**src/design/ptpid_pkg.sv**
```systemverilog
`timescale 1ns / 1ps
// ----------------------------------------------------------------------------
// ptpid_pkg
// Shared codes, types and helpers for the path-tracking PID controller.
// ----------------------------------------------------------------------------
package ptpid_pkg;

  localparam int CFG_IDX_W = 3;
  localparam int ACC_W     = 96;
  localparam int MUL_W     = 33;
  localparam int INT_W     = 48;
  localparam int SQ_STEPS  = 32;
  localparam int SQ_CNT_W  = 5;
  localparam int IHI_SHIFT = 24;

  // opcodes
  localparam logic [1:0] OP_RANGE = 2'd0;
  localparam logic [1:0] OP_POSE  = 2'd1;
  localparam logic [1:0] OP_TICK  = 2'd2;
  localparam logic [1:0] OP_NOP   = 2'd3;  // unused code, ignored

  // register indexes
  localparam logic [CFG_IDX_W-1:0] CFG_CENTER_X = 3'd0;
  localparam logic [CFG_IDX_W-1:0] CFG_RADIUS   = 3'd1;
  localparam logic [CFG_IDX_W-1:0] CFG_CRUISE   = 3'd2;
  localparam logic [CFG_IDX_W-1:0] CFG_GAIN_P   = 3'd3;
  localparam logic [CFG_IDX_W-1:0] CFG_GAIN_I   = 3'd4;
  localparam logic [CFG_IDX_W-1:0] CFG_GAIN_D   = 3'd5;
  localparam logic [CFG_IDX_W-1:0] CFG_OBST     = 3'd6;

  typedef enum logic [2:0] {
    MUL_DX, MUL_DY, MUL_PE, MUL_ILO, MUL_IHI, MUL_DD
  } mul_sel_t;

  typedef enum logic [1:0] {
    ACC_HOLD, ACC_LOAD, ACC_ADD, ACC_ADD_SH
  } acc_op_t;

  typedef struct packed {
    logic     capture;
    logic     geom;
    logic     mul_en;
    mul_sel_t mul_sel;
    acc_op_t  acc_op;
    logic     sq_init;
    logic     sq_step;
    logic     err_arc;
    logic     pid_upd;
    logic     out_load;
    logic     out_zero;
  } cmd_t;

  typedef struct packed {
    logic latched;
    logic arc;
    logic out_full;
  } status_t;

  function automatic logic signed [31:0] sat32(input logic signed [33:0] v);
    logic signed [31:0] r;
    if (v > 34'sh0_7FFF_FFFF)      r = 32'sh7FFF_FFFF;
    else if (v < -34'sh0_8000_0000) r = 32'sh8000_0000;
    else                            r = v[31:0];
    return r;
  endfunction

endpackage

```
**src/design/ptpid_ctrl.sv**
```systemverilog
`timescale 1ns / 1ps
// ----------------------------------------------------------------------------
// ptpid_ctrl
// Sequencer: steps the datapath through geometry, square root and PID.
// ----------------------------------------------------------------------------
module ptpid_ctrl
  import ptpid_pkg::*;
(
  input  logic       clk,
  input  logic       rst,
  input  logic       in_valid,
  input  logic [1:0] opcode,
  input  logic       out_ready,
  input  status_t    status,
  output logic       in_ready,
  output cmd_t       cmd
);

  typedef enum logic [4:0] {
    S_IDLE, S_GEOM, S_MDX, S_MDY, S_SQADD, S_SQI, S_SQRT, S_SQF,
    S_INT, S_M0, S_M1, S_M2, S_M3, S_M4, S_OUT
  } state_t;

  state_t               state;
  logic [SQ_CNT_W-1:0]  cnt;
  logic                 zero;
  logic                 load_ok;

  assign in_ready = (state == S_IDLE);
  assign load_ok  = !status.out_full || out_ready;

  always_ff @(posedge clk) begin
    if (rst) begin
      state <= S_IDLE;
      cnt   <= '0;
      zero  <= 1'b0;
    end else begin
      case (state)
        S_IDLE: begin
          if (in_valid && opcode == OP_TICK) begin
            zero  <= status.latched;
            state <= status.latched ? S_OUT : S_GEOM;
          end
        end
        S_GEOM:  state <= status.arc ? S_MDX : S_INT;
        S_MDX:   state <= S_MDY;
        S_MDY:   state <= S_SQADD;
        S_SQADD: state <= S_SQI;
        S_SQI: begin
          cnt   <= '0;
          state <= S_SQRT;
        end
        S_SQRT: begin
          cnt <= cnt + 1'b1;
          if (cnt == SQ_CNT_W'(SQ_STEPS - 1)) state <= S_SQF;
        end
        S_SQF: state <= S_INT;
        S_INT: state <= S_M0;
        S_M0:  state <= S_M1;
        S_M1:  state <= S_M2;
        S_M2:  state <= S_M3;
        S_M3:  state <= S_M4;
        S_M4: begin
          zero  <= 1'b0;
          state <= S_OUT;
        end
        S_OUT:   if (load_ok) state <= S_IDLE;
        default: state <= S_IDLE;
      endcase
    end
  end

  always_comb begin
    cmd          = '0;
    cmd.mul_sel  = MUL_DX;
    cmd.acc_op   = ACC_HOLD;
    cmd.capture  = (state == S_IDLE) && in_valid;
    case (state)
      S_GEOM: cmd.geom = 1'b1;
      S_MDX: begin
        cmd.mul_en = 1'b1; cmd.mul_sel = MUL_DX;
      end
      S_MDY: begin
        cmd.mul_en = 1'b1; cmd.mul_sel = MUL_DY; cmd.acc_op = ACC_LOAD;
      end
      S_SQADD: cmd.acc_op = ACC_ADD;
      S_SQI:   cmd.sq_init = 1'b1;
      S_SQRT:  cmd.sq_step = 1'b1;
      S_SQF:   cmd.err_arc = 1'b1;
      S_INT:   cmd.pid_upd = 1'b1;
      S_M0: begin
        cmd.mul_en = 1'b1; cmd.mul_sel = MUL_PE;
      end
      S_M1: begin
        cmd.mul_en = 1'b1; cmd.mul_sel = MUL_ILO; cmd.acc_op = ACC_LOAD;
      end
      S_M2: begin
        cmd.mul_en = 1'b1; cmd.mul_sel = MUL_IHI; cmd.acc_op = ACC_ADD;
      end
      S_M3: begin
        cmd.mul_en = 1'b1; cmd.mul_sel = MUL_DD; cmd.acc_op = ACC_ADD_SH;
      end
      S_M4: cmd.acc_op = ACC_ADD;
      S_OUT: begin
        cmd.out_load = load_ok;
        cmd.out_zero = zero;
      end
      default: ;
    endcase
  end

endmodule

```
**config.mk**
```make
export PLATFORM = sky130hd
export DESIGN_NAME = ptpid_ctrl
export DESIGN_NICKNAME = d
export VERILOG_FILES = /design/src/design/ptpid_pkg.sv /design/src/design/ptpid_ctrl.sv
export SDC_FILE = /design/constraint.sdc
export NUM_CORES = 1
export LEC_CHECK = 0
export BUFFER_PORTS_ARGS = -buffer_cell sky130_fd_sc_hd__buf_2
export CORE_UTILIZATION = 40
export DETAILED_ROUTE_END_ITERATION = 10
export PLACE_DENSITY = 0.62
export SLEW_MARGIN = 10
export SYNTH_ARGS = -nofsm -noshare
export SYNTH_HDL_FRONTEND = slang
export SYNTH_SLANG_ARGS = --single-unit
```
**constraint.sdc**
```tcl
create_clock -name clk -period 3.8 [get_ports clk]
set_clock_uncertainty 0.2 [all_clocks]
set_input_delay 0.19 -clock clk [delete_from_list [all_inputs] [get_ports clk]]
set_output_delay 0.19 -clock clk [all_outputs]
set_load 0.01 [all_outputs]
```
# ---- Word level (Yosys, flattened, before mapping)
# Index checks and enable logic that the tools add are counted.
dict set report classes {
  n_reduce_logical 11
  eq_ne 19
  n_bitwise 0
  shifts 0
  n_div 0
  n_lt_le_gt_ge 0
  muxes 17
  add_sub_neg 1
  n_mul 0
}
# cell count
set op_table {}
lappend op_table {{$pmux 5 s15} 1}
lappend op_table {{$eq 5x4->1 const B} 7}
lappend op_table {{$pmux 4 s6} 1}
lappend op_table {{$eq 5x3->1 const B} 4}
lappend op_table {{$mux 5} 3}
lappend op_table {{$eq 5x2->1 const B} 2}
lappend op_table {{$pmux 5 s2} 1}
lappend op_table {{$mux 4} 2}
lappend op_table {{$mux 1} 6}
lappend op_table {{$pmux 2 s3} 1}
lappend op_table {{$add 5x1->5 const B} 1}
lappend op_table {{$eq 5x1->1 const B} 1}
lappend op_table {{$eq 5x5->1 const B} 1}
lappend op_table {{$logic_not 5->1} 1}
lappend op_table {{$ne 2x2->1 const B} 2}
lappend op_table {{$reduce_bool 2->1} 2}
lappend op_table {{$reduce_and 3->1} 1}
lappend op_table {{$reduce_or 3->1} 1}
lappend op_table {{$eq 2x2->1 const B} 1}
lappend op_table {{$logic_and 1x1->1} 2}
lappend op_table {{$mux 2} 1}
lappend op_table {{$ne 2x1->1 const B} 1}
lappend op_table {{$pmux 1 s2} 1}
lappend op_table {{$reduce_and 2->1} 1}
lappend op_table {{other kinds (3)} 3}
dict set report word_totals {
  ram_bits 0
  mem_bits_ro 0
  elab_cells 51
  out_inout_bits 15
  register_bits 11
  n_memories 0
  input_bits 9
  latchBits 0
}

# ---- Longest topological paths before layout
# Gate-level depths: netlist of the first run.
dict set report logic_depth {
  ltp_word 4
  depth_mapped 7
}

# ---- Worst setup path after synthesis of the first run
# No wires, ideal clock.
dict set report synth_timing {
  path_kind {reg2reg}
  from {reg cnt[0]}
  to {reg state[0]}
  n_path_buf 0
  arrival_time_ps 1643
  path_stages_with_launch 8
  period_less_slack_ps 1916
  setup_ps 73
  path_slack_ps 1884
  cell_sequence {dfxtp_1 -> ha_1 -> and3_1 -> ha_1 -> o21bai_1 -> a32oi_1 -> or3b_1 -> nor3_2}
}
dict set report synth_via {
  elab_chain_len 3
}
# item line_no
set synth_rtl {}
lappend synth_rtl {{start, declared} ptpid_ctrl.sv:25} ;# logic [SQ_CNT_W-1:0] cnt;
lappend synth_rtl {{start signal, assigned} ptpid_ctrl.sv:54} ;# cnt <= cnt + 1'b1;
lappend synth_rtl {{$eq 5x5->1} ptpid_ctrl.sv:55} ;# if (cnt == SQ_CNT_W'(SQ_STEPS - 1)) state <= S_SQF;
lappend synth_rtl {{$ne 2x2->1 (no source line)} --}
lappend synth_rtl {{$reduce_and 3->1 (no source line)} --}
lappend synth_rtl {{end signal, assigned} ptpid_ctrl.sv:42} ;# state <= status.latched ? S_OUT : S_GEOM;
lappend synth_rtl {{end signal, assigned} ptpid_ctrl.sv:45} ;# S_GEOM: state <= status.arc ? S_MDX : S_INT;
lappend synth_rtl {{end, declared} ptpid_ctrl.sv:24} ;# state_t state;
# Every way passes these cells.
# A chain may end at the register's enable or synchronous reset.

==> impl_table.tex, run 1 <==
\begin{tabular}{lr}
\hline
Metric & Value \\
\hline
\multicolumn{2}{l}{\textbf{Pwr}} \\
\quad Static leakage & around 0.4 nW \\
\quad Final Power & 0.000548 W \\
\quad Power density relative to cell area & just under 600 nW/um\^{}2 \\
\quad Max rail drop VDD & around 230 uV \\
\multicolumn{2}{l}{\textbf{Floorplan}} \\
\quad I/O pin count & 24 \\
\quad Floorplan row count & 16 \\
\quad Die Area & $\sim$2300 um\^{}2 \\
\quad Effective utilization at floorplan & 42.4\% \\
\quad Chip Height & 47.6 um \\
\quad Area of the core & 1960 um\^{}2 \\
\quad Die width & 47.6 um \\
\multicolumn{2}{l}{\textbf{CTS}} \\
\quad Total of cells resized after clock tree synthesis & 0 \\
\quad Clock root buffer & sky130\_fd\_sc\_hd\_\_clkbuf\_4 \\
\quad Clock tree from TritonCTS & done \\
\quad Maximum number of buffers from clock root to sink & 2 \\
\quad CTS HTree Levels & 1 \\
\quad CTS hold repair buffers & 0 \\
\quad Clk pin slew, worst setup/hold paths & roughly 0.06 ns \\
\quad Source-to-sink clock delay at the later pin of the worst-skew pair & approximately 0.26 ns \\
\quad Clock sinks & 10 \\
\quad Number of CTS-inserted buffers & 3 \\
\quad Postcts setup bufs & 0 \\
\multicolumn{2}{l}{\textbf{STA}} \\
\quad Ratio of final minimum period to clock period & roughly 62\% \\
\quad Hold slack & $\sim$0.013 ns \\
\quad RSZ-0062 raised after global routing & false \\
\quad Number of setup violations in the final report & 0 \\
\quad Post-Route Setup TNS & 0 ns \\
\quad Worst Tran Pin Value & around 0.87 ns \\
\quad Final hold violation count & 0 \\
\quad Clock period minus worst slack & between 2 and 2.5 ns \\
\quad Normalized max-slew margin & between 40\% and 50\% \\
\quad Number of pins exceeding their max-slew limit in the final report & 0 \\
\quad Maximum clock frequency & around 420 MHz \\
\multicolumn{2}{l}{\textbf{Setup path}} \\
\quad Arrival time at the worst endpoint & 1.96 ns \\
\quad Worst path slowest cell & sky130\_fd\_sc\_hd\_\_dfxtp\_1 \\
\quad CP max stage delay & 0.89 ns \\
\quad Data required time of the critical path & $\sim$3.4 ns \\
\quad Sort of element at the start of the critical path & flip-flop \\
\quad Critical path buffer and inverter count & 1 \\
\quad Setup crit end kind & output port \\
\quad Critical path cell sequence & nand2\_1 > o21ai\_0 > a21o\_1 > buf\_2 \\
\quad Critical path type & reg2out \\
\quad Maximum net fanout on the critical path & 26 \\
\quad Dominant delay contributor by cell family on the critical path & flip-flops \\
\multicolumn{2}{l}{\textbf{GRT}} \\
\quad Overflow after GRT & 0 \\
\quad Vias in the first global route & between 600 and 700 \\
\quad Maximum number of pins on one net before global-route repair & 27 \\
\quad Initial antenna violation count & 0 \\
\quad Global-route wire length before repair & 2790 um \\
\quad Overall Global Routing Usage & between 10\% and 20\% \\
\multicolumn{2}{l}{\textbf{Route}} \\
\quad Remaining antenna violation count after routing & 0 \\
\quad First-iteration detailed-routing DRC count & 23 \\
\quad Initial DRT Pass Iterations & 4 \\
\quad Post-detailed-route DRC marker count & 0 \\
\quad Via count & 854 \\
\quad Final wirelength & between 1500 and 2000 um \\
\quad Vias per Instance & 5.41 \\
\quad Routed wire per std cell & $\sim$12 um \\
\multicolumn{2}{l}{\textbf{Cells and area}} \\
\quad Nets & 144 \\
\quad Count of inserted antenna diode cells & 0 \\
\quad Final core utilization & between 40\% and 50\% \\
\quad Footprint of the flip-flops and latches & approximately 200 um\^{}2 \\
\quad Leading cell types in the layout, fill and taps excluded & sky130\_fd\_sc\_hd\_\_buf\_2, sky130\_fd\_sc\_hd\_\_nand2\_1, sky130\_fd\_sc\_hd\_\_dfxtp\_1, sky130\_fd\_sc\_hd\_\_nor2\_1, sky130\_fd\_sc\_hd\_\_a21oi\_1 \\
\quad Filler cells & 217 \\
\quad Area overhead of the layout relative to synthesis & 14.3\% \\
\quad Most common library cell in the layout ignoring fill and taps & sky130\_fd\_sc\_hd\_\_buf\_2 \\
\quad Area used by multi-input combinational logic & 564 um\^{}2 \\
\quad Layout cell share with drive strength beyond 1 & between 20 and 25\% \\
\multicolumn{2}{l}{\textbf{Logic synthesis}} \\
\quad Cell types occupying the most area after synthesis & sky130\_fd\_sc\_hd\_\_dfxtp\_1, sky130\_fd\_sc\_hd\_\_a21o\_1, sky130\_fd\_sc\_hd\_\_a21oi\_1, sky130\_fd\_sc\_hd\_\_nand2\_1, sky130\_fd\_sc\_hd\_\_nand2b\_1 \\
\quad Distinct cell type count of the synthesized netlist & just over 40 \\
\quad Yosys top cell area share & 24.1\% \\
\quad Primary flip-flop cell chosen by synthesis mapping & sky130\_fd\_sc\_hd\_\_dfxtp\_1 \\
\quad Average instance area after synthesis & just over 7 um\^{}2 \\
\quad Flip-flop and latch count after synthesis & 10 \\
\quad Area of the mapped netlist & around 830 um\^{}2 \\
\quad Post-synth EDFFs & 0 \\
\quad Synth Instances & approximately 120 \\
\quad Cell type with the largest total area after synthesis & sky130\_fd\_sc\_hd\_\_dfxtp\_1 \\
\quad Post-synthesis async set-or-reset flop share & 0\% \\
\quad Warnings, synthesis & 0 \\
\quad Synthesized net count & 126 \\
\quad Sequential fraction of the synthesis area & approximately a quarter \\
\multicolumn{2}{l}{\textbf{Placement}} \\
\quad Final estimated routing congestion in global placement & between 0.8 and 0.9 \\
\quad Number of I/O port buffers & 23 \\
\quad Detail Placement HPWL & $\sim$1400 um \\
\multicolumn{2}{l}{\textbf{Hold path}} \\
\quad Classification of the worst-slack hold path & in2reg \\
\multicolumn{2}{l}{\textbf{Status}} \\
\quad Outcome & finished clean \\
\multicolumn{2}{l}{\textbf{Run}} \\
\quad MaxCap Viol Count & 0 \\
\hline
\end{tabular}
final cells by class:
type                       instances  area share, %
multi-input combinational         91           59.3
timing repair buffer              23           12.1
inverter                           4           1.58
sequential                        10           21.1
clock buffer                       3           2.37
tap                               27           3.55
routing by layer:
metal,part of all wire [%],global-route usage [%],vias to the layer above
met1,48,23.9,383
met2,45,25.8,21
met3,4.9,5.66,4
li1,-,-,446
met4,1.9,5.00,0
met5,0,0,-
flip-flops by register name (all words and copies together), names as in the netlist:
signal and flops:
state 4, zero 1, cnt 5
power by group:
group          switching (W)  total (W)  leakage [nW]  internal [W]
Combinational       0.000133   0.000264         0.305      0.000131
Sequential         0.0000885   0.000214        0.0811      0.000125
Clock              0.0000336  0.0000701        0.0138     0.0000365
worst reg2reg max path, cell delays in order, from the launching register on:
cell	delay, ns
sky130_fd_sc_hd__dfxtp_1	0.89
sky130_fd_sc_hd__o21bai_1	0.17
sky130_fd_sc_hd__a32oi_1	0.27
sky130_fd_sc_hd__or3b_1	0.42
sky130_fd_sc_hd__nor3_2	0.17
Yosys cell counts (4+ instances only):
library cell,n
sky130_fd_sc_hd__dfxtp_1,10
sky130_fd_sc_hd__nand2_1,10
sky130_fd_sc_hd__nor2_1,9
sky130_fd_sc_hd__a21oi_1,8
sky130_fd_sc_hd__o21ai_0,7
sky130_fd_sc_hd__a21o_1,6
sky130_fd_sc_hd__buf_2,6
sky130_fd_sc_hd__nand2b_1,6
sky130_fd_sc_hd__nor3_1,5
sky130_fd_sc_hd__inv_1,4
sky130_fd_sc_hd__nand3_1,4
final timing paths:
path | from | to | slack, ns | cells past startpoint
setup / recovery | state[0] | cmd[7] | 1.45 | 4
hold reg to reg | cnt[4] | cnt[4] | 0.29 | 2
hold / removal | rst | state[3] | 0.01 | 2
setup reg to reg | state[0] | state[0] | 1.61 | 4
stage by stage:
| stage | instances | area, um^2 | setup slack (ns) |
|---|---|---|---|
| 6_report | 158 | 951 | 1.45 |
| 3_3_place_gp | 155 | 928 | 1.74 |
| 5_1_grt | 158 | 951 | 1.29 |
| 2_1_floorplan | 115 | 832 | 1.88 |
| 4_1_cts | 158 | 951 | 1.46 |
| 3_5_place_dp | 155 | 928 | 1.65 |
cell families (layout without fill, tap and decap cells):
kind of cell | count (synthesis) | count (layout) | share of synthesized area [%]
flip-flops | 10 | 10 | 24.1
multiplexers | 2 | 2 | 2.56
buffers and inverters | 14 | 30 | 8.12
XOR/XNOR | 1 | 1 | 1.05
AO/OA/AOI/OAI | 30 | 30 | 22.3
adder cells (fa/ha/maj) | 2 | 2 | 3.01
AND/OR/NAND/NOR | 56 | 56 | 38.9
(Power assumes the default switching activity.)
==> run 2, diff against run 1 <==
--- a/config.mk
+++ b/config.mk
@@ -5,10 +5,11 @@
 export SDC_FILE = /design/constraint.sdc
 export NUM_CORES = 1
 export LEC_CHECK = 0
+export ABC_AREA = 1
 export BUFFER_PORTS_ARGS = -buffer_cell sky130_fd_sc_hd__buf_2
 export CORE_UTILIZATION = 40
 export DETAILED_ROUTE_END_ITERATION = 10
-export PLACE_DENSITY = 0.62
+export PLACE_DENSITY = 0.63
 export SLEW_MARGIN = 10
 export SYNTH_ARGS = -nofsm -noshare
 export SYNTH_HDL_FRONTEND = slang
==> constraint.sdc (replaced) <==
create_clock -name clk -period 2.3 [get_ports clk]
set_clock_uncertainty 0.2 [all_clocks]
set_input_delay 0.115 -clock clk [delete_from_list [all_inputs] [get_ports clk]]
set_output_delay 0.115 -clock clk [all_outputs]
set_load 0.01 [all_outputs]
==> run 2 against run 1 <==
Via count rose by 3.2%. Die area fell by 9.7%. Largest cell class unchanged. Worst setup slack got worse by 1.1 ns. Non-clock buffer count rose by 3. Register-to-register slack got worse by 1.2 ns. Clock power rose by 120%.
==> impl_table.tex, run 2 <==
\begin{tabular}{lr}
\hline
Metric & Value \\
\hline
\multicolumn{2}{l}{\textbf{Status}} \\
\quad Outcome & finished clean \\
\multicolumn{2}{l}{\textbf{Cells and area}} \\
\quad Max reg flops & 5 (unchanged) \\
\quad Layout cell share with drive strength beyond 1 & 23.8\% (+1.6 points) \\
\quad Leading cell types in the layout, fill and taps excluded & sky130\_fd\_sc\_hd\_\_nand2\_1, sky130\_fd\_sc\_hd\_\_buf\_2, sky130\_fd\_sc\_hd\_\_inv\_1, sky130\_fd\_sc\_hd\_\_nor2\_1, sky130\_fd\_sc\_hd\_\_a21oi\_1 \\
\quad Largest registers ranked by flip-flop count & cnt: 5 flops, state: 4 flops, zero: 1 flops \\
\quad Register bank with the most flops & cnt \\
\quad Area overhead of the layout relative to synthesis & 27.9\% \\
\quad Count of placed standard cells in the final layout, fillers left out & 185 (+17\%) \\
\quad Nets & 172 (+19\%) \\
\quad Count of inserted antenna diode cells & 0 (unchanged) \\
\quad Final cell area excluding filler cells & 957 um\^{}2 (+0.66\%) \\
\quad Most common library cell in the layout ignoring fill and taps & sky130\_fd\_sc\_hd\_\_nand2\_1 \\
\multicolumn{2}{l}{\textbf{Route}} \\
\quad Routed wire per std cell & 9.62 um (-19\%) \\
\quad First-iteration detailed-routing DRC count & 11 (-52\%) \\
\quad Post-detailed-route DRC marker count & 0 (unchanged) \\
\quad Met3 WL post-DR & 52 um (-43\%) \\
\quad Amount of wire on met2 after detailed routing & 853 um (-0.35\%) \\
\quad Remaining antenna violation count after routing & 0 (unchanged) \\
\quad Metal-1 WL & 866 um (-3.7\%) \\
\quad Initial DRT Pass Iterations & 4 (unchanged) \\
\quad Vias per Instance & 4.76 (-12\%) \\
\quad Final wirelength & 1780 um (-5.4\%) \\
\quad Highest routed layer & met4 \\
\quad Via count & 881 (+3.2\%) \\
\multicolumn{2}{l}{\textbf{CTS}} \\
\quad Total of cells resized after clock tree synthesis & 0 (unchanged) \\
\quad Clock sinks & 10 (unchanged) \\
\quad Clock tree from TritonCTS & done \\
\quad Maximum number of buffers from clock root to sink & 2 (unchanged) \\
\quad Clk pin slew, worst setup/hold paths & 0.06 ns (about the same) \\
\quad Number of CTS-inserted buffers & 3 (unchanged) \\
\quad CTS HTree Levels & 1 (unchanged) \\
\quad Postcts setup bufs & 0 (unchanged) \\
\quad Source-to-sink clock delay at the later pin of the worst-skew pair & 0.25 ns (about the same) \\
\quad Clock root buffer & sky130\_fd\_sc\_hd\_\_clkbuf\_4 \\
\multicolumn{2}{l}{\textbf{Placement}} \\
\quad Final estimated routing congestion in global placement & 0.860 (about the same) \\
\quad Number of I/O port buffers & 23 (unchanged) \\
\quad Detail Placement HPWL & 1460 um (+7.9\%) \\
\quad Placed Area & 891 um\^{}2 (-4.0\%) \\
\quad Post-placement cell count & 178 (+15\%) \\
\multicolumn{2}{l}{\textbf{STA}} \\
\quad Ratio of final minimum period to clock period & between 80\% and 90\% \\
\quad RSZ-0062 raised after global routing & false \\
\quad Number of setup violations in the final report & 0 (unchanged) \\
\quad Normalized max-slew margin & 82.6\% (+41 points) \\
\quad Maximum clock frequency & $\sim$520 MHz \\
\quad Hold slack & 0.0535 ns (+0.0404 ns) \\
\quad Final hold violation count & 0 (unchanged) \\
\quad Worst Tran Pin Value & 0.260 ns (-0.614 ns) \\
\quad Clock period minus worst slack & slightly below 2 ns \\
\quad Post-Route Setup TNS & 0 ns (unchanged) \\
\quad Number of pins exceeding their max-slew limit in the final report & 0 (unchanged) \\
\multicolumn{2}{l}{\textbf{GRT}} \\
\quad Overflow after GRT & 0 (unchanged) \\
\quad Initial antenna violation count & 0 (unchanged) \\
\quad Overall Global Routing Usage & 19.0\% (+1.7 points) \\
\quad Global-route wire length before repair & 2900 um (+3.9\%) \\
\quad Vias in the first global route & 761 (+19\%) \\
\quad Maximum number of pins on one net before global-route repair & 9 (-67\%) \\
\multicolumn{2}{l}{\textbf{Floorplan}} \\
\quad Die width & 45.3 um (-5.0\%) \\
\quad I/O pin count & 24 (unchanged) \\
\quad Die Area & 2050 um\^{}2 (-9.7\%) \\
\quad Area of the core & 1750 um\^{}2 (-11\%) \\
\quad Effective utilization at floorplan & 42.9\% (+0.46 points) \\
\quad Chip Height & 45.3 um (-5.0\%) \\
\quad Floorplan row count & 15 (-1) \\
\multicolumn{2}{l}{\textbf{Logic synthesis}} \\
\quad Cell type with the largest total area after synthesis & sky130\_fd\_sc\_hd\_\_dfxtp\_1 \\
\quad Area of the mapped netlist & 748 um\^{}2 (-10\%) \\
\quad Synthesized net count & 142 (+13\%) \\
\quad Yosys top cell area share & 26.8\% (+2.7 points) \\
\quad Synth Instances & 131 (+14\%) \\
\quad Post-synthesis async set-or-reset flop share & 0\% (unchanged) \\
\quad Warnings, synthesis & 0 (unchanged) \\
\quad Average instance area after synthesis & 5.71 um\^{}2 (-21\%) \\
\quad Post-synth EDFFs & 0 (unchanged) \\
\quad Sequential fraction of the synthesis area & 26.8\% (+2.7 points) \\
\quad List of most frequent post-synthesis cells & sky130\_fd\_sc\_hd\_\_nand2\_1, sky130\_fd\_sc\_hd\_\_inv\_1, sky130\_fd\_sc\_hd\_\_nor2\_1, sky130\_fd\_sc\_hd\_\_a21oi\_1, sky130\_fd\_sc\_hd\_\_dfxtp\_1 \\
\quad Flip-flop and latch count after synthesis & 10 (unchanged) \\
\quad Distinct cell type count of the synthesized netlist & 19 (-54\%) \\
\quad Most instantiated library cell after synthesis & sky130\_fd\_sc\_hd\_\_nand2\_1 \\
\quad Primary flip-flop cell chosen by synthesis mapping & sky130\_fd\_sc\_hd\_\_dfxtp\_1 \\
\quad Cell types occupying the most area after synthesis & sky130\_fd\_sc\_hd\_\_dfxtp\_1, sky130\_fd\_sc\_hd\_\_nand2\_1, sky130\_fd\_sc\_hd\_\_inv\_1, sky130\_fd\_sc\_hd\_\_nor2\_1, sky130\_fd\_sc\_hd\_\_a21oi\_1 \\
\multicolumn{2}{l}{\textbf{Setup path}} \\
\quad Sort of element at the start of the critical path & flip-flop \\
\quad Setup crit end kind & flip-flop \\
\quad Critical path type & reg2reg \\
\quad Maximum net fanout on the critical path & 6 (-77\%) \\
\quad Critical path cell sequence & nor2\_2 > nand2\_1 > nor2\_1 > nand3\_1 > dlygate4sd3\_1 > a21oi\_1 \\
\quad Arrival time at the worst endpoint & 1.91 ns (-0.05 ns) \\
\quad CP max stage delay & 0.56 ns (-0.33 ns) \\
\quad Number of cell instances on the worst register-to-register path & 6 (+2) \\
\quad Worst path slowest cell & sky130\_fd\_sc\_hd\_\_dlygate4sd3\_1 \\
\quad Data required time of the critical path & 2.29 ns (-1.12 ns) \\
\multicolumn{2}{l}{\textbf{Pwr}} \\
\quad Static leakage & 0.577 nW (+44\%) \\
\quad Max rail drop VDD & 469 uV (+100\%) \\
\quad Final Power & 0.000908 W (+66\%) \\
\quad Power density relative to cell area & 948 nW/um\^{}2 (+65\%) \\
\multicolumn{2}{l}{\textbf{Run}} \\
\quad MaxCap Viol Count & 0 (unchanged) \\
\multicolumn{2}{l}{\textbf{Hold path}} \\
\quad Worst hold path stage count & 4 (+2) \\
\quad Classification of the worst-slack hold path & in2reg \\
\hline
\end{tabular}
## run 2: changes by cell type after synthesis, sizes merged, moves of 3 or more
cell and change:
a21o -6, a21oi +3, buf -7, inv +19, nand2 +33, nand2b -6, nand3 +3, nor2 +13
nor3 -6, nor4 -3
## run 2: kinds of logic (layout without fill, tap and decap cells)
| logic type | after synthesis | in the layout | share of synthesized area [%] |
|---|---|---|---|
| compound gates | 19 | 19 | 13.5 |
| fa+ha+maj | 2 | 2 | 3.34 |
| buf+inv | 24 | 53 | 12.0 |
| flops | 10 | 10 | 26.8 |
| simple gates | 76 | 76 | 44.3 |
## run 2: metrics by stage
stage / util [%] / setup WS [ns]
finish: 54.8 / 0.378
global route: 54.8 / 0.299
CTS: 54.8 / 0.400
detailed placement: 51.0 / 0.760
global placement: 51.0 / 0.740
floorplan: - / 0.892
## run 2: layout make-up
type / count / area, um^2
fillers: 186 / 788
multi-input cells: 97 / 458
flip-flops and latches: 10 / 200
repair buffers: 26 / 145
inverters: 23 / 86.3
clock buffers: 4 / 36.3
well taps: 25 / 31.3
## run 2: final timing paths
kind                            startpoint        to  slack [ns]
worst min-delay path             out_ready  state[3]        0.05
worst max register to register    state[2]      zero        0.38
worst max-delay path              state[2]      zero        0.38
worst min register to register      cnt[3]    cnt[3]        0.26
## run 2: worst max-delay path: cells and delay by family (launching register included)
kind	cells	cell delay (ns)
and+or+nand+nor	4	0.59
buffers and inverters	1	0.56
DFF	1	0.37
AOI/OAI and AO/OA	1	0.14
## run 2: layer usage
layer	vias up	track usage [%]
li1	468	-
met1	393	23.4
met2	18	34.8
met3	2	1.60
met4	0	5.45
met5	-	0
## run 2: repair_timing
| item | in CTS | in global routing |
|---|---|---|
| hold buffers | 3 | 0 |
| hold endpoints to repair | 8 | 0 |
| endpoints found under the setup margin | 0 | 0 |
## run 2: power by group
part	total (W)	switching, W	internal (W)	leakage (nW)
sequential	0.000238	0.0000359	0.000202	0.0811
combinational	0.000518	0.000340	0.000178	0.475
clock	0.000152	0.0000562	0.0000959	0.0210
==> run 3, diff against run 2 <==
--- a/config.mk
+++ b/config.mk
@@ -9,7 +9,7 @@
 export BUFFER_PORTS_ARGS = -buffer_cell sky130_fd_sc_hd__buf_2
 export CORE_UTILIZATION = 40
 export DETAILED_ROUTE_END_ITERATION = 10
-export PLACE_DENSITY = 0.63
+export PLACE_DENSITY = 0.66
 export SLEW_MARGIN = 10
 export SYNTH_ARGS = -nofsm -noshare
 export SYNTH_HDL_FRONTEND = slang
==> constraint.sdc (replaced) <==
create_clock -name clk -period 1.75 [get_ports clk]
set_clock_uncertainty 0.2 [all_clocks]
set_input_delay 0.0875 -clock clk [delete_from_list [all_inputs] [get_ports clk]]
set_output_delay 0.0875 -clock clk [all_outputs]
set_load 0.01 [all_outputs]
==> run 3 against run 2 <==
Via count is 0.91% lower. Utilization is 1.9 points higher. Register-to-register slack worse by 0.16 ns. Combinational power is 35% higher. Critical path type is now reg2out. Critical endpoint is now cmd[11]. Highest routed layer unchanged.
==> impl_table.tex, run 3 (same netlist as run 2, synthesis figures left out) <==
\begin{tabular}{lr}
\hline
Metric & Value \\
\hline
\multicolumn{2}{l}{\textbf{Placement}} \\
\quad Detail Placement HPWL & 1450 um (-0.51\%) \\
\quad Number of I/O port buffers & 23 (unchanged) \\
\quad Placed Area & 891 um\^{}2 (unchanged) \\
\quad Final estimated routing congestion in global placement & 0.830 (-3.5\%) \\
\quad Post-place setup slack & 0.205 ns (-0.555 ns) \\
\multicolumn{2}{l}{\textbf{Floorplan}} \\
\quad Effective utilization at floorplan & 42.9\% (unchanged) \\
\quad Die width & 45.3 um (unchanged) \\
\quad Area of the core & 1750 um\^{}2 (unchanged) \\
\quad Die Area & 2050 um\^{}2 (unchanged) \\
\quad Floorplan row count & 15 (unchanged) \\
\quad Chip Height & 45.3 um (unchanged) \\
\quad I/O pin count & 24 (unchanged) \\
\multicolumn{2}{l}{\textbf{STA}} \\
\quad Number of pins exceeding their max-slew limit in the final report & 0 (unchanged) \\
\quad Ratio of final minimum period to clock period & a little over nine tenths \\
\quad Clock period minus worst slack & between 1.5 and 2 ns \\
\quad Worst Tran Pin Value & 0.237 ns (-0.0230 ns) \\
\quad Final hold violation count & 0 (unchanged) \\
\quad Normalized max-slew margin & 84.2\% (+1.6 points) \\
\quad Final setup slack of the worst path & 0.105 ns (-0.273 ns) \\
\quad Number of setup violations in the final report & 0 (unchanged) \\
\quad Maximum clock frequency & 608 MHz \\
\multicolumn{2}{l}{\textbf{Setup path}} \\
\quad Arrival time at the worst endpoint & 1.36 ns (-0.55 ns) \\
\quad R2R Path End & state[2] \\
\quad Setup crit end kind & output port \\
\quad Reg-to-reg startpoint & cnt[1] \\
\quad Data required time of the critical path & 1.46 ns (-0.83 ns) \\
\quad Critical path type & reg2out \\
\quad Maximum net fanout on the critical path & 6 (unchanged) \\
\quad Reg2reg setup slack & 0.22 ns (-0.16 ns) \\
\quad Number of cell instances on the worst register-to-register path & 8 (+2) \\
\quad Sort of element at the start of the critical path & flip-flop \\
\multicolumn{2}{l}{\textbf{Pwr}} \\
\quad Max rail drop VDD & 738 uV (+57\%) \\
\quad Power density relative to cell area & 1240 nW/um\^{}2 (+31\%) \\
\quad Static leakage & 0.591 nW (+2.4\%) \\
\quad Final Power & 0.00123 W (+35\%) \\
\multicolumn{2}{l}{\textbf{GRT}} \\
\quad Global-route wire length before repair & 3020 um (+4.1\%) \\
\quad Overflow after GRT & 0 (unchanged) \\
\quad Overall Global Routing Usage & 20.9\% (+1.9 points) \\
\quad Vias in the first global route & 756 (-0.66\%) \\
\quad Maximum number of pins on one net before global-route repair & 9 (unchanged) \\
\quad Initial antenna violation count & 0 (unchanged) \\
\multicolumn{2}{l}{\textbf{Route}} \\
\quad Remaining antenna violation count after routing & 0 (unchanged) \\
\quad Post-detailed-route DRC marker count & 0 (unchanged) \\
\quad First-iteration detailed-routing DRC count & 17 (+6) \\
\quad Vias per Instance & 4.67 (-2.0\%) \\
\quad Initial DRT Pass Iterations & 4 (unchanged) \\
\quad Routed wire per std cell & 9.94 um (+3.3\%) \\
\quad Via count & 873 (-0.91\%) \\
\quad Final wirelength & 1860 um (+4.4\%) \\
\multicolumn{2}{l}{\textbf{CTS}} \\
\quad Maximum number of buffers from clock root to sink & 2 (unchanged) \\
\quad CTS HTree Levels & 1 (unchanged) \\
\quad Source-to-sink clock delay at the later pin of the worst-skew pair & 0.27 ns (+0.02 ns) \\
\quad Number of CTS-inserted buffers & 3 (unchanged) \\
\quad Clock root buffer & sky130\_fd\_sc\_hd\_\_clkbuf\_4 \\
\quad Clk pin slew, worst setup/hold paths & 0.06 ns (about the same) \\
\quad Clock tree from TritonCTS & done \\
\quad Clock sinks & 10 (unchanged) \\
\multicolumn{2}{l}{\textbf{Cells and area}} \\
\quad Leading cell types in the layout, fill and taps excluded & sky130\_fd\_sc\_hd\_\_nand2\_1, sky130\_fd\_sc\_hd\_\_buf\_2, sky130\_fd\_sc\_hd\_\_inv\_1, sky130\_fd\_sc\_hd\_\_nor2\_1, sky130\_fd\_sc\_hd\_\_a21oi\_1 \\
\quad Area overhead of the layout relative to synthesis & 32.3\% \\
\quad Final cell area excluding filler cells & 990 um\^{}2 (+3.4\%) \\
\quad Layout cell share with drive strength beyond 1 & 29.0\% (+5.3 points) \\
\quad Count of inserted antenna diode cells & 0 (unchanged) \\
\quad Max reg flops & 5 (unchanged) \\
\quad Largest registers ranked by flip-flop count & cnt: 5 flops, state: 4 flops, zero: 1 flops \\
\quad Nets & 174 (+1.2\%) \\
\quad Final core utilization & 56.7\% (+1.9 points) \\
\quad Most common library cell in the layout ignoring fill and taps & sky130\_fd\_sc\_hd\_\_nand2\_1 \\
\quad Register bank with the most flops & cnt \\
\multicolumn{2}{l}{\textbf{Run}} \\
\quad MaxCap Viol Count & 0 (unchanged) \\
\multicolumn{2}{l}{\textbf{Hold path}} \\
\quad Launch instance of the worst min-delay path & out\_ready \\
\quad Classification of the worst-slack hold path & in2reg \\
\quad Worst Hold End & state[3] \\
\quad Worst hold path stage count & 4 (unchanged) \\
\multicolumn{2}{l}{\textbf{Status}} \\
\quad Outcome & finished clean \\
\hline
\end{tabular}
[run 3: metrics by stage]
stage,setup TNS (ns),hold slack (ns),instances
floorplan,0,0.0509,131
global placement,0,0.150,178
detailed placement,0,0.157,178
CTS,0,0.0156,186
global route,-0.00293,0.0471,187
finish,0,0.0247,187
[run 3: worst max path at each step]
stage | slack, ns | to | startpoint | cells after the start
floorplan | 0.34 | state[1] | cnt[0] | 8
global placement | 0.27 | state[3] | cnt[0] | 8
detailed placement | 0.20 | state[3] | cnt[0] | 8
CTS | 0.009 | cmd[7] | state[0] | 7
global route | -0.003 | cmd[11] | state[0] | 8
finish | 0.11 | cmd[11] | state[0] | 8
[run 3: power breakdown]
group	internal [W]	switching (W)
Combinational	0.000246	0.000453
Sequential	0.000271	0.0000485
Clock	0.000126	0.0000838
[run 3: critical path, cell delays in order, from the launching register on]
cell and delay, ns:
sky130_fd_sc_hd__dfxtp_2 0.34, sky130_fd_sc_hd__inv_1 0.11, sky130_fd_sc_hd__nand2_2 0.09, sky130_fd_sc_hd__inv_2 0.14, sky130_fd_sc_hd__nand2_2 0.08, sky130_fd_sc_hd__nand2_1 0.09
sky130_fd_sc_hd__nor2_1 0.05, sky130_fd_sc_hd__o21ai_0 0.06, sky130_fd_sc_hd__buf_2 0.14
[run 3: layer usage]
layer	track usage, %	up-vias	wire (um)	share of wire, %
met3	4.80	4	96	5.2
met1	25.6	379	893	48
met5	0	-	0	0
met2	33.9	23	831	45
met4	10.9	0	37	2.0
li1	-	467	-	-
[run 3: area by class of cell]
type / count / area (um^2)
fillers: 191 / 756
multi-input cells: 97 / 468
flip-flops and latches: 10 / 205
repair buffers: 28 / 163
inverters: 23 / 86.3
clock buffers: 4 / 36.3
well taps: 25 / 31.3
[run 3: repair_timing]
action | CTS | global route
gates resized for setup | 0 | 8
hold buffers | 4 | 0
endpoints found under the setup margin | 0 | 5
setup buffers | 0 | 1
endpoints found under the hold margin | 8 | 0
